===== src/hdl/atan_pkg.sv =====
package atan_pkg;

  localparam int unsigned CoordWidthDef     = 32;
  localparam int unsigned RatioFracBitsDef  = 30;
  localparam int unsigned AngleWidth        = 31;
  localparam int unsigned MaxTermsWidth     = 6;
  localparam int unsigned ThreshWidth       = 10;
  localparam int unsigned CfgDataWidth      = 10;
  localparam int unsigned CfgIdxWidth       = 1;
  localparam int unsigned TermLimit         = 50;
  localparam int unsigned DivisorWidth      = 7;

  localparam logic [CfgIdxWidth-1:0] CfgMaxTerms = 1'b0;
  localparam logic [CfgIdxWidth-1:0] CfgThresh   = 1'b1;

  localparam logic signed [AngleWidth-1:0] PiQ     = 31'sd843314857;
  localparam logic signed [AngleWidth-1:0] HalfPiQ = 31'sd421657428;

  typedef enum logic [2:0] {
    DpNop,
    DpLoad,
    DpDivStart,
    DpMulStart,
    DpTermAcc,
    DpFinish
  } dp_op_e;

  typedef struct packed {
    dp_op_e op;
    logic   odd;
  } dp_cmd_t;

  typedef struct packed {
    logic busy;
    logic special;
    logic below;
  } dp_stat_t;

endpackage


===== src/hdl/atan_ctrl.sv =====
module atan_ctrl (
  input  logic                              clk_i,
  input  logic                              rst_ni,
  input  logic                              in_valid_i,
  output logic                              in_stall_o,
  output logic                              out_valid_o,
  input  logic                              out_stall_i,
  input  logic [atan_pkg::MaxTermsWidth-1:0] max_terms_i,
  input  atan_pkg::dp_stat_t                stat_i,
  output atan_pkg::dp_cmd_t                 cmd_o
);
  import atan_pkg::*;

  localparam logic [2:0] StIdle    = 3'd0;
  localparam logic [2:0] StRatio   = 3'd1;
  localparam logic [2:0] StDivTerm = 3'd2;
  localparam logic [2:0] StAcc     = 3'd3;
  localparam logic [2:0] StMul     = 3'd4;
  localparam logic [2:0] StCheck   = 3'd5;
  localparam logic [2:0] StFinish  = 3'd6;
  localparam logic [2:0] StOut     = 3'd7;

  logic [2:0] state_q, state_d;
  logic [MaxTermsWidth-1:0] idx_q, idx_d, nterms;
  logic out_valid_q, out_valid_d;

  always_comb begin
    nterms = max_terms_i;
    if (max_terms_i == '0) nterms = MaxTermsWidth'(1);
    if (max_terms_i > MaxTermsWidth'(TermLimit)) nterms = MaxTermsWidth'(TermLimit);
  end

  assign in_stall_o  = (state_q != StIdle) || out_valid_q;
  assign out_valid_o = out_valid_q;

  always_comb begin
    state_d = state_q;
    idx_d = idx_q;
    out_valid_d = out_valid_q && out_stall_i;
    cmd_o.op = DpNop;
    cmd_o.odd = idx_q[0];
    unique case (state_q)
      StIdle: begin
        if (in_valid_i && !in_stall_o) begin
          cmd_o.op = DpLoad;
          state_d = StRatio;
        end
      end
      StRatio: begin
        if (stat_i.special) begin
          state_d = StFinish;
        end else begin
          cmd_o.op = DpDivStart;
          idx_d = '0;
          state_d = StDivTerm;
        end
      end
      StDivTerm: begin
        if (!stat_i.busy) state_d = StAcc;
      end
      StAcc: begin
        cmd_o.op = DpTermAcc;
        state_d = StMul;
      end
      StMul: begin
        cmd_o.op = DpMulStart;
        state_d = StCheck;
      end
      StCheck: begin
        if (!stat_i.busy) begin
          if (idx_q + MaxTermsWidth'(1) >= nterms || stat_i.below) begin
            state_d = StFinish;
          end else begin
            idx_d = idx_q + MaxTermsWidth'(1);
            state_d = StAcc;
          end
        end
      end
      StFinish: begin
        cmd_o.op = DpFinish;
        state_d = StOut;
      end
      StOut: begin
        out_valid_d = 1'b1;
        state_d = StIdle;
      end
      default: state_d = StIdle;
    endcase
  end

  always_ff @(posedge clk_i or negedge rst_ni) begin
    if (!rst_ni) begin
      state_q <= StIdle;
      idx_q <= '0;
      out_valid_q <= 1'b0;
    end else begin
      state_q <= state_d;
      idx_q <= idx_d;
      out_valid_q <= out_valid_d;
    end
  end

  assert property (@(posedge clk_i) disable iff (!rst_ni)
    out_valid_q |-> state_q == StIdle)
    else $error("result shown while working");
  assert property (@(posedge clk_i) disable iff (!rst_ni)
    (state_q == StIdle && in_valid_i && !in_stall_o) |=> state_q == StRatio)
    else $error("accepted item not started");
  assert property (@(posedge clk_i) disable iff (!rst_ni)
    state_q == StCheck |-> idx_q < MaxTermsWidth'(TermLimit))
    else $error("term index overrun");

endmodule


===== src/hdl/atan_dp.sv =====
module atan_dp #(
  parameter int unsigned COORD_WIDTH     = atan_pkg::CoordWidthDef,
  parameter int unsigned RATIO_FRAC_BITS = atan_pkg::RatioFracBitsDef
) (
  input  logic                                clk_i,
  input  logic                                rst_ni,
  input  logic signed [COORD_WIDTH-1:0]       y_i,
  input  logic signed [COORD_WIDTH-1:0]       x_i,
  input  logic [atan_pkg::ThreshWidth-1:0]    thresh_i,
  input  atan_pkg::dp_cmd_t                   cmd_i,
  output atan_pkg::dp_stat_t                  stat_o,
  output logic signed [atan_pkg::AngleWidth-1:0] angle_o
);
  import atan_pkg::*;

  localparam int unsigned QW   = RATIO_FRAC_BITS + 1;
  localparam int unsigned NW   = COORD_WIDTH + RATIO_FRAC_BITS;
  localparam int unsigned CntW = $clog2(NW + 1);
  localparam int unsigned SumW = QW + 1;

  // Shared restoring divider: numerator shifted in one bit per cycle.
  logic [NW-1:0] num_q;
  logic [COORD_WIDTH-1:0] den_q;
  logic [COORD_WIDTH:0] rem_q;
  logic [CntW-1:0] cnt_q;
  logic div_busy_q;
  logic [COORD_WIDTH:0] rem_sh;
  logic rem_ge;

  logic [COORD_WIDTH-1:0] ym_q, xm_q;
  logic yneg_q, xneg_q, inv_q, special_q;
  logic [QW-1:0] q_q, p_q, tmp_q;
  logic [DivisorWidth-1:0] dv_q;
  logic signed [SumW:0] sum_q;
  logic [1:0] mul_ph_q;
  logic mul_busy_q, div_mode_q;
  logic [2*QW-1:0] prod;
  logic [QW-1:0] prod_sh;
  logic signed [AngleWidth-1:0] angle_q;

  logic [COORD_WIDTH-1:0] ymag, xmag;
  assign ymag = y_i[COORD_WIDTH-1] ? COORD_WIDTH'(-y_i) : COORD_WIDTH'(y_i);
  assign xmag = x_i[COORD_WIDTH-1] ? COORD_WIDTH'(-x_i) : COORD_WIDTH'(x_i);

  assign rem_sh = {rem_q[COORD_WIDTH-1:0], num_q[NW-1]};
  assign rem_ge = rem_sh >= {1'b0, den_q};
  assign prod = (mul_ph_q == 2'd1 ? p_q : tmp_q) * q_q;
  assign prod_sh = QW'(prod >> RATIO_FRAC_BITS);

  logic [COORD_WIDTH-1:0] sm, bg;
  assign sm = inv_q ? xm_q : ym_q;
  assign bg = inv_q ? ym_q : xm_q;

  logic [QW-1:0] quot;
  assign quot = QW'(num_q);

  logic signed [SumW:0] sum_c;
  logic [SumW:0] mag;
  logic signed [AngleWidth-1:0] a, r;
  always_comb begin
    sum_c = sum_q < 0 ? '0 : sum_q;
    mag = unsigned'(sum_c);
    if (RATIO_FRAC_BITS >= 28) a = AngleWidth'(mag >> (RATIO_FRAC_BITS - 28));
    else a = AngleWidth'(mag << (28 - RATIO_FRAC_BITS));
    r = inv_q ? HalfPiQ - a : a;
    if (ym_q != '0 && (yneg_q != xneg_q)) r = -r;
  end

  always_ff @(posedge clk_i or negedge rst_ni) begin
    if (!rst_ni) begin
      div_busy_q <= 1'b0;
      mul_busy_q <= 1'b0;
      mul_ph_q <= '0;
      cnt_q <= '0;
    end else begin
      if (div_busy_q) begin
        rem_q <= rem_ge ? rem_sh - {1'b0, den_q} : rem_sh;
        num_q <= {num_q[NW-2:0], rem_ge};
        cnt_q <= cnt_q - CntW'(1);
        if (cnt_q == CntW'(1)) div_busy_q <= 1'b0;
      end
      if (mul_busy_q) begin
        if (mul_ph_q == 2'd1) begin
          tmp_q <= prod_sh;
          mul_ph_q <= 2'd2;
        end else if (mul_ph_q == 2'd2) begin
          p_q <= prod_sh;
          num_q <= NW'(prod_sh);
          den_q <= COORD_WIDTH'(dv_q + DivisorWidth'(2));
          dv_q <= dv_q + DivisorWidth'(2);
          rem_q <= '0;
          cnt_q <= CntW'(NW);
          div_busy_q <= 1'b1;
          mul_busy_q <= 1'b0;
          mul_ph_q <= '0;
        end
      end
      unique case (cmd_i.op)
        DpLoad: begin
          ym_q <= ymag;
          xm_q <= xmag;
          yneg_q <= y_i[COORD_WIDTH-1];
          xneg_q <= x_i[COORD_WIDTH-1];
          inv_q <= ymag > xmag;
          special_q <= (xmag == '0);
        end
        DpDivStart: begin
          num_q <= NW'(sm) << RATIO_FRAC_BITS;
          den_q <= bg;
          rem_q <= '0;
          cnt_q <= CntW'(NW);
          div_busy_q <= 1'b1;
          sum_q <= '0;
          dv_q <= DivisorWidth'(1);
          mul_ph_q <= 2'd3;
        end
        DpTermAcc: begin
          if (mul_ph_q == 2'd3) begin
            q_q <= quot;
            p_q <= quot;
            mul_ph_q <= 2'd0;
          end
          if (cmd_i.odd) sum_q <= sum_q - (SumW+1)'(quot);
          else sum_q <= sum_q + (SumW+1)'(quot);
        end
        DpMulStart: begin
          mul_busy_q <= 1'b1;
          mul_ph_q <= 2'd1;
        end
        DpFinish: begin
          if (special_q) begin
            if (ym_q == '0) angle_q <= '0;
            else angle_q <= yneg_q ? -HalfPiQ : HalfPiQ;
          end else if (!xneg_q) angle_q <= r;
          else if (!yneg_q) angle_q <= r + PiQ;
          else angle_q <= r - PiQ;
        end
        default: ;
      endcase
    end
  end

  assign stat_o.busy = div_busy_q || mul_busy_q;
  assign stat_o.special = special_q;
  assign stat_o.below = quot < QW'(thresh_i);
  assign angle_o = angle_q;

  assert property (@(posedge clk_i) disable iff (!rst_ni)
    !(div_busy_q && mul_busy_q))
    else $error("divider and multiplier overlap");
  assert property (@(posedge clk_i) disable iff (!rst_ni)
    div_busy_q |-> den_q != '0)
    else $error("division by zero");
  assert property (@(posedge clk_i) disable iff (!rst_ni)
    (mul_busy_q && mul_ph_q == 2'd1) |=> mul_ph_q == 2'd2)
    else $error("multiply sequence broken");

endmodule


===== src/hdl/two_argument_arctangent_series.sv =====
// The result shows after the input transfer once the ratio division and every series term
// are done; each term waits on the bit-serial divider, so the wait grows with the term count.
// Inputs with x equal to zero (the y axis and the origin) skip the series and the divider.
// Throughput: one item at a time; a held result stalls the input until it transfers.
// Reset is asynchronous and active low; max_terms returns to 50, stop_threshold to 1.
module two_argument_arctangent_series #(
  parameter int unsigned COORD_WIDTH     = atan_pkg::CoordWidthDef,
  parameter int unsigned RATIO_FRAC_BITS = atan_pkg::RatioFracBitsDef
) (
  input  logic                                    clk_i,
  input  logic                                    rst_ni,
  input  logic                                    cfg_we_i,
  input  logic [atan_pkg::CfgIdxWidth-1:0]        cfg_idx_i,
  input  logic [atan_pkg::CfgDataWidth-1:0]       cfg_data_i,
  input  logic                                    in_valid_i,
  output logic                                    in_stall_o,
  input  logic signed [COORD_WIDTH-1:0]           y_coord_i,
  input  logic signed [COORD_WIDTH-1:0]           x_coord_i,
  output logic                                    out_valid_o,
  input  logic                                    out_stall_i,
  output logic signed [atan_pkg::AngleWidth-1:0]  angle_o
);
  import atan_pkg::*;

  logic [MaxTermsWidth-1:0] max_terms_q;
  logic [ThreshWidth-1:0] thresh_q;
  dp_cmd_t cmd;
  dp_stat_t stat;

  always_ff @(posedge clk_i or negedge rst_ni) begin
    if (!rst_ni) begin
      max_terms_q <= MaxTermsWidth'(TermLimit);
      thresh_q <= ThreshWidth'(1);
    end else if (cfg_we_i) begin
      unique case (cfg_idx_i)
        CfgMaxTerms: max_terms_q <= cfg_data_i[MaxTermsWidth-1:0];
        CfgThresh:   thresh_q <= cfg_data_i[ThreshWidth-1:0];
        default: ;
      endcase
    end
  end

  atan_ctrl u_ctrl (
    .clk_i, .rst_ni, .in_valid_i, .in_stall_o, .out_valid_o, .out_stall_i,
    .max_terms_i(max_terms_q), .stat_i(stat), .cmd_o(cmd)
  );

  atan_dp #(.COORD_WIDTH(COORD_WIDTH), .RATIO_FRAC_BITS(RATIO_FRAC_BITS)) u_dp (
    .clk_i, .rst_ni, .y_i(y_coord_i), .x_i(x_coord_i), .thresh_i(thresh_q),
    .cmd_i(cmd), .stat_o(stat), .angle_o
  );

endmodule

===== config.mk =====
export PLATFORM = sky130hd
export DESIGN_NAME = two_argument_arctangent_series
export DESIGN_NICKNAME = d
export VERILOG_FILES = /design/src/hdl/atan_pkg.sv /design/src/hdl/atan_ctrl.sv /design/src/hdl/atan_dp.sv /design/src/hdl/two_argument_arctangent_series.sv
export SDC_FILE = /design/constraint.sdc
export NUM_CORES = 2
export LEC_CHECK = 0
export BUFFER_PORTS_ARGS = -buffer_cell sky130_fd_sc_hd__buf_2
export CORE_MARGIN = 2
export CORE_UTILIZATION = 39
export CTS_CLUSTER_SIZE = 40
export DETAILED_ROUTE_END_ITERATION = 8
export GPL_ROUTABILITY_DRIVEN = 0
export PLACE_DENSITY = 0.51
export RECOVER_POWER = 25
export SKIP_CTS_REPAIR_TIMING = 1
export SLEW_MARGIN = 20
export SYNTH_ARGS = -nofsm -noshare
export SYNTH_HDL_FRONTEND = slang
export SYNTH_HIERARCHICAL = 1
export SYNTH_SLANG_ARGS = --single-unit

===== constraint.sdc =====
create_clock -name clk_i -period 19.5 [get_ports clk_i]
set_input_delay 0.975 -clock clk_i [delete_from_list [all_inputs] [get_ports clk_i]]
set_output_delay 0.975 -clock clk_i [all_outputs]
set_load 0.01 [all_outputs]

# Word-level counts from Yosys, hierarchy flattened
# Cells that the tools add are included.
[classes]
addsub = 13
mul = 1
n_lt_le_gt_ge = 6
n_eq_ne = 23
n_mux = 73
n_bitwise = 1
reduce_logical = 27
[op_table]
columns = ["op", "count"]
rows = [
  ["$mux W31", 13],
  ["$mux W62", 5],
  ["$mux W32", 8],
  ["$mux W33", 7],
  ["$pmux W33 S2", 1],
  ["$logic_not A32 Y1", 2],
  ["$neg A32 Y32", 2],
  ["$mul A62 B31 Y61", 1],
  ["$mux W6", 10],
  ["$add A33 B31 Y33", 1],
  ["$ge A33 B32 Y1", 1],
  ["$lt A33 B1 Y1 const B", 1],
  ["$sub A33 B31 Y33", 1],
  ["$sub A33 B32 Y33", 1],
  ["$gt A32 B32 Y1", 1],
  ["$reduce_bool A32 Y1", 1],
  ["$add A31 B31 Y31 const B", 1],
  ["$lt A31 B10 Y1", 1],
  ["$neg A31 Y31", 1],
  ["$sub A30 B31 Y31 const A", 1],
  ["$sub A31 B31 Y31 const B", 1],
  ["$pmux W3 S8", 1],
  ["$mux W7", 3],
  ["$eq A3 B3 Y1 const B", 6],
  ["31 further kinds", 73],
]
[word_totals]
regBits = 395
input_bits = 80
out_inout_bits = 33
wordCells = 169

# Logic depth before layout (Yosys ltp)
[logic_depth]
depth_word = 10
mapped_depth = 34
ltp_nobuf = 30

# Hierarchy
# The synthesis kept the hierarchy.
[by_module_without_submodules]
columns = ["module", "instances", "cells_each", "area_each_um2", "seq_area_each_um2"]
rows = [
  ["atan_dp", 1, 5990, 56661.8, 10970.5],
  ["atan_ctrl", 1, 87, 743.2, 250.2],
  ["two_argument_arctangent_series", 1, 35, 616.8, 405.4],
]

# Least setup slack after synthesis
# No wires, ideal clock.
[synth_path]
kind = "reg2reg"
startpoint = "reg u_dp.mul_ph_q[1]"
endpoint = "reg u_dp.p_q[30], data pin"
setup_time_ps = 265
arrival_time_ps = 8305
slack_ps = 10930
path_stages_with_launch = 31
n_path_buf = 4
synth_period_minus_slack_ps = 8570
path_cell_list = "dfrtp_1 -> nor2b_1 -> buf_2 -> clkbuf_1 -> clkbuf_1 -> mux2_2 -> clkbuf_1 -> and2_1 -> fa_1 -> fa_1 -> inv_1 -> fa_1 -> fa_1 -> inv_1 -> fa_1 -> fa_1 -> fa_1 -> inv_1 -> fa_1 -> inv_1 -> ha_1 -> a21oi_1 -> nor2_1 -> nor4b_1 -> nand3_1 -> a41oi_1 -> o31ai_1 -> o41ai_2 -> or3_1 -> and3_1 -> o21ai_1"
[synth_via]
elab_chain_cells = 8
[synth_lines]
columns = ["element", "line_no", "text"]
rows = [
  ["start: declaration", "atan_dp.sv:35", "logic [1:0] mul_ph_q;"],
  ["start signal: assignment", "atan_dp.sv:73", "mul_ph_q <= '0;"],
  ["start signal: assignment", "atan_dp.sv:85", "mul_ph_q <= 2'd2;"],
  ["start signal: assignment", "atan_dp.sv:95", "mul_ph_q <= '0;"],
  ["$eq A2 B1 Y1", "atan_dp.sv:47, atan_dp.sv:83", ""],
  ["$mux W31", "atan_dp.sv:47", "assign prod = (mul_ph_q == 2'd1 ? p_q : tmp_q) * q_q;"],
  ["$mul A62 B31 Y61", "atan_dp.sv:47", ""],
  ["$mux W31", "atan_dp.sv:86", "end else if (mul_ph_q == 2'd2) begin"],
  ["$mux W31", "atan_dp.sv:83", "if (mul_ph_q == 2'd1) begin"],
  ["$mux W31", "atan_dp.sv:82", "if (mul_busy_q) begin"],
  ["$mux W31", "atan_dp.sv:118", "if (mul_ph_q == 2'd3) begin"],
  ["$mux W31 *", "atan_dp.sv:98", "unique case (cmd_i.op)"],
  ["end signal: assignment", "atan_dp.sv:87", "p_q <= prod_sh;"],
  ["end signal: assignment", "atan_dp.sv:120", "p_q <= quot;"],
  ["end: declaration", "atan_dp.sv:32", "logic [QW-1:0] q_q, p_q, tmp_q;"],
]
# Mark *: on every way between the ends. The rest lies on a longest branch, timed or not.
# A chain may end at the register's enable or synchronous reset.

# Worst setup path in the final report
[layout_path]
startpoint = "reg u_dp.mul_ph_q[1]"
endpoint = "reg u_dp.num_q[26], data pin"
[layout_via]
elab_chain_cells = 6
[layout_lines]
columns = ["element", "line_no", "text"]
rows = [
  ["$eq A2 B1 Y1", "atan_dp.sv:47", ""],
  ["$mux W31", "atan_dp.sv:47", ""],
  ["$mul A62 B31 Y61", "atan_dp.sv:47", ""],
  ["named net u_dp.prod[56]", "atan_dp.sv:37", "logic [2*QW-1:0] prod;"],
  ["$mux W62", "atan_dp.sv:86", ""],
  ["$mux W62", "atan_dp.sv:83", ""],
  ["$mux W62", "atan_dp.sv:82", ""],
  ["end signal: assignment", "atan_dp.sv:78", "num_q <= {num_q[NW-2:0], rem_ge};"],
  ["end signal: assignment", "atan_dp.sv:88", "num_q <= NW'(prod_sh);"],
  ["end signal: assignment", "atan_dp.sv:108", "num_q <= NW'(sm) << RATIO_FRAC_BITS;"],
  ["end: declaration", "atan_dp.sv:22", "logic [NW-1:0] num_q;"],
]
# The timed path passes the listed nets, and every way through them passes these cells.

==> flow_summary.yaml <==
run_status:
  status: "finished, violations left"
  violations: "capacitance limit, slew limit"
placed_design:
  dpl_cell_area_um2: 60200
  portBuffers: 112
  dp.cells: 7902
  hpwl_mm: 121
  pre_cts_slack_ps: 10020
setup_path:
  endpoint_kind: "register"
  crit_fanout: 32
  critical_path_required_ps: 19830
  crit_type: "register to register"
  start_kind: "register"
  critPathArrivalTime_ps: 9900
cells_and_area:
  final_common_cell: "inv_1"
  area_growth_pct: 6.22
  regArea_um2: 11600
  multi_input_area_um2: 41600
  drive_gt1_frac: 0.0612
  layout.nets: 7329
  instances_no_fill: 7982
  design_area_um2: 61600
  layout_common_cells: "919 x inv_1, 838 x fa_1, 664 x nand2_1"
  fillers: 14600
min_path:
  hold_path_class: "register to register"
routing:
  remaining_drc_errors: 0
  drt_iter0_drc: 2553
  viasPerCell: 5.32
  wl_mm: 165
  routedWlPerCell_um: 20.7
  first_pass_iters: 5
  ant_nets: 0
  vias: 42500
global_routing:
  grt_max_degree: 81
  antenna_found_initial: 5
  grt_pass1_wl_mm: 263
  grt_pass1_vias: 45300
  grt_usage: 0.222
  overflow: 0
yosys:
  synthArstFlopShare: 0.0916
  synth_area_um2: 58000
  synth_edf_count: 357
  syn_nets: 7425
  ys_ff_latch: 393
  synthCells: 6112
  yosys_warnings: 6
  avgSynthCellArea_um2: 9.49
  synth-main-ff-cell: "edfxtp_1"
  yosysUniqueCellTypes: 119
  ys_seq_area_frac: 0.200
timing:
  hold_viol: 0
  worst_slew_pin_slew_ps: 3490
  slew_violations: 225
  fin_setup_tns_ps: 0
  max_slew_margin: -1.33
  fmax_mhz: 105
  finalSetupViolCount: 0
  finalCritPeriodShare: 0.491
  postLayoutSetupSlackWorst_ps: 9940
  rsz0062_at_grt: "false"
  fin_crit_ps: 9560
  skew_ps: 33.6
clock_network:
  htree_levels: 2
  clock-sinks: 393
  clk_latency_ps: 600
  path_clk_slew_ps: 60
  ctsLongestPathBuffers: 3
  tritoncts: "done"
  cts_buffers: 42
  clockRootBuffer: "clkbuf_16"
run:
  cap_viol_max_count: 5
die:
  start_util: 0.393
  die_y_um: 390
  fp-row-count: 141
  die_area_um2: 152000
  die_w_um: 390
  io_pins: 113
  core_um2: 148000
## cell type report
type / count / share of cell area
flip-flops and latches: 393 / 0.189
inverters: 922 / 0.0562
clock buffers: 50 / 0.0179
repair buffers: 184 / 0.0169
multi-input cells: 4473 / 0.675
clock inverters: 28 / 0.00577
well taps: 1930 / 0.0392
diodes: 2 / 0.0000812
## critical path, cell delays in order (launching register included)
cell and delay [ps]:
dfrtp_1 460, nor2b_4 130, buf_4 420, mux2_2 850
nand2_1 170, fa_1 530, fa_1 560, fa_1 480
fa_1 550, inv_1 60, fa_1 560, fa_1 430
fa_1 500, fa_1 420, ha_1 450, a21oi_1 190
o21bai_1 410, a211oi_1 180, o21ai_0 420, nor2b_1 220
o211ai_2 150, a21oi_1 550, a21boi_0 230, xnor2_1 180
o21a_1 190
## cell usage after synthesis (35+ instances only)
master | number | area (µm²)
xnor2_1 | 175 | 1530
mux2_2 | 73 | 822
fa_1 | 838 | 16800
a211oi_1 | 47 | 353
xor2_1 | 85 | 744
o21a_1 | 35 | 263
nor2b_1 | 47 | 294
and2_1 | 552 | 3450
nand2_1 | 664 | 2490
mux2i_1 | 141 | 1410
nand2b_1 | 40 | 250
clkbuf_1 | 281 | 1050
nor2_1 | 243 | 912
nor3_1 | 47 | 235
ha_1 | 395 | 4940
a21oi_1 | 257 | 1290
edfxtp_1 | 357 | 10700
inv_1 | 919 | 3450
a21o_1 | 73 | 548
o21ai_0 | 190 | 951
nand3_1 | 74 | 370
## sequential cells by signal, indices dropped and copies added (netlist names), 3 cells and up
register / flops
u_dp/tmp_q: 31
max_terms_q: 6
u_dp/ym_q: 32
u_dp/cnt_q: 6
u_dp/rem_q: 32
u_dp/angle_o: 31
u_dp/q_q: 31
u_dp/den_q: 32
u_dp/dv_q: 6
u_ctrl/state_q: 3
u_dp/xm_q: 32
u_dp/sum_q: 33
u_dp/p_q: 31
u_ctrl/idx_q: 6
u_dp/num_q: 62
thresh_q: 10
## final timing paths
check	from	endpoint	slack [ps]	depth (start not counted)
hold / removal	thresh_q[9]	thresh_q[9]	510	1
max in group asynchronous	rst_ni	thresh_q[5]	12690	3
setup / recovery	u_dp/mul_ph_q[1]	u_dp/num_q[26]	9940	24
min in group asynchronous	rst_ni	u_dp/cnt_q[5]	1600	1
hold reg to reg	thresh_q[9]	thresh_q[9]	510	1
setup reg to reg	u_dp/mul_ph_q[1]	u_dp/num_q[26]	9940	24
## cell families after synthesis
family | after synthesis | synth area share
buffers and inverters | 1246 | 0.0830
XOR/XNOR | 261 | 0.0395
flip-flops | 393 | 0.200
multiplexers | 216 | 0.0389
AND/OR/NAND/NOR | 1865 | 0.162
adder cells (fa/ha/maj) | 1233 | 0.374
AO/OA/AOI/OAI | 898 | 0.101
## layer usage
metal / vias up / part of all wire / global-route usage
li1: 19700 / - / -
met1: 21500 / 0.43 / 0.291
met2: 1027 / 0.49 / 0.388
met3: 246 / 0.045 / 0.0197
met4: 0 / 0.033 / 0.0685
met5: - / 0 / 0
## per-stage QoR
| stage | hold slack (ps) | util |
|---|---|---|
| CTS | 388 | 0.418 |
| global placement | 494 | 0.408 |
| global route | 540 | 0.417 |
| finish | 508 | 0.417 |
| detailed placement | 500 | 0.408 |
| floorplan | 424 | - |
Power is left out: the tool's default activity adds up to more than one toggle a clock period on the data nets, which glitch-free logic cannot reach.
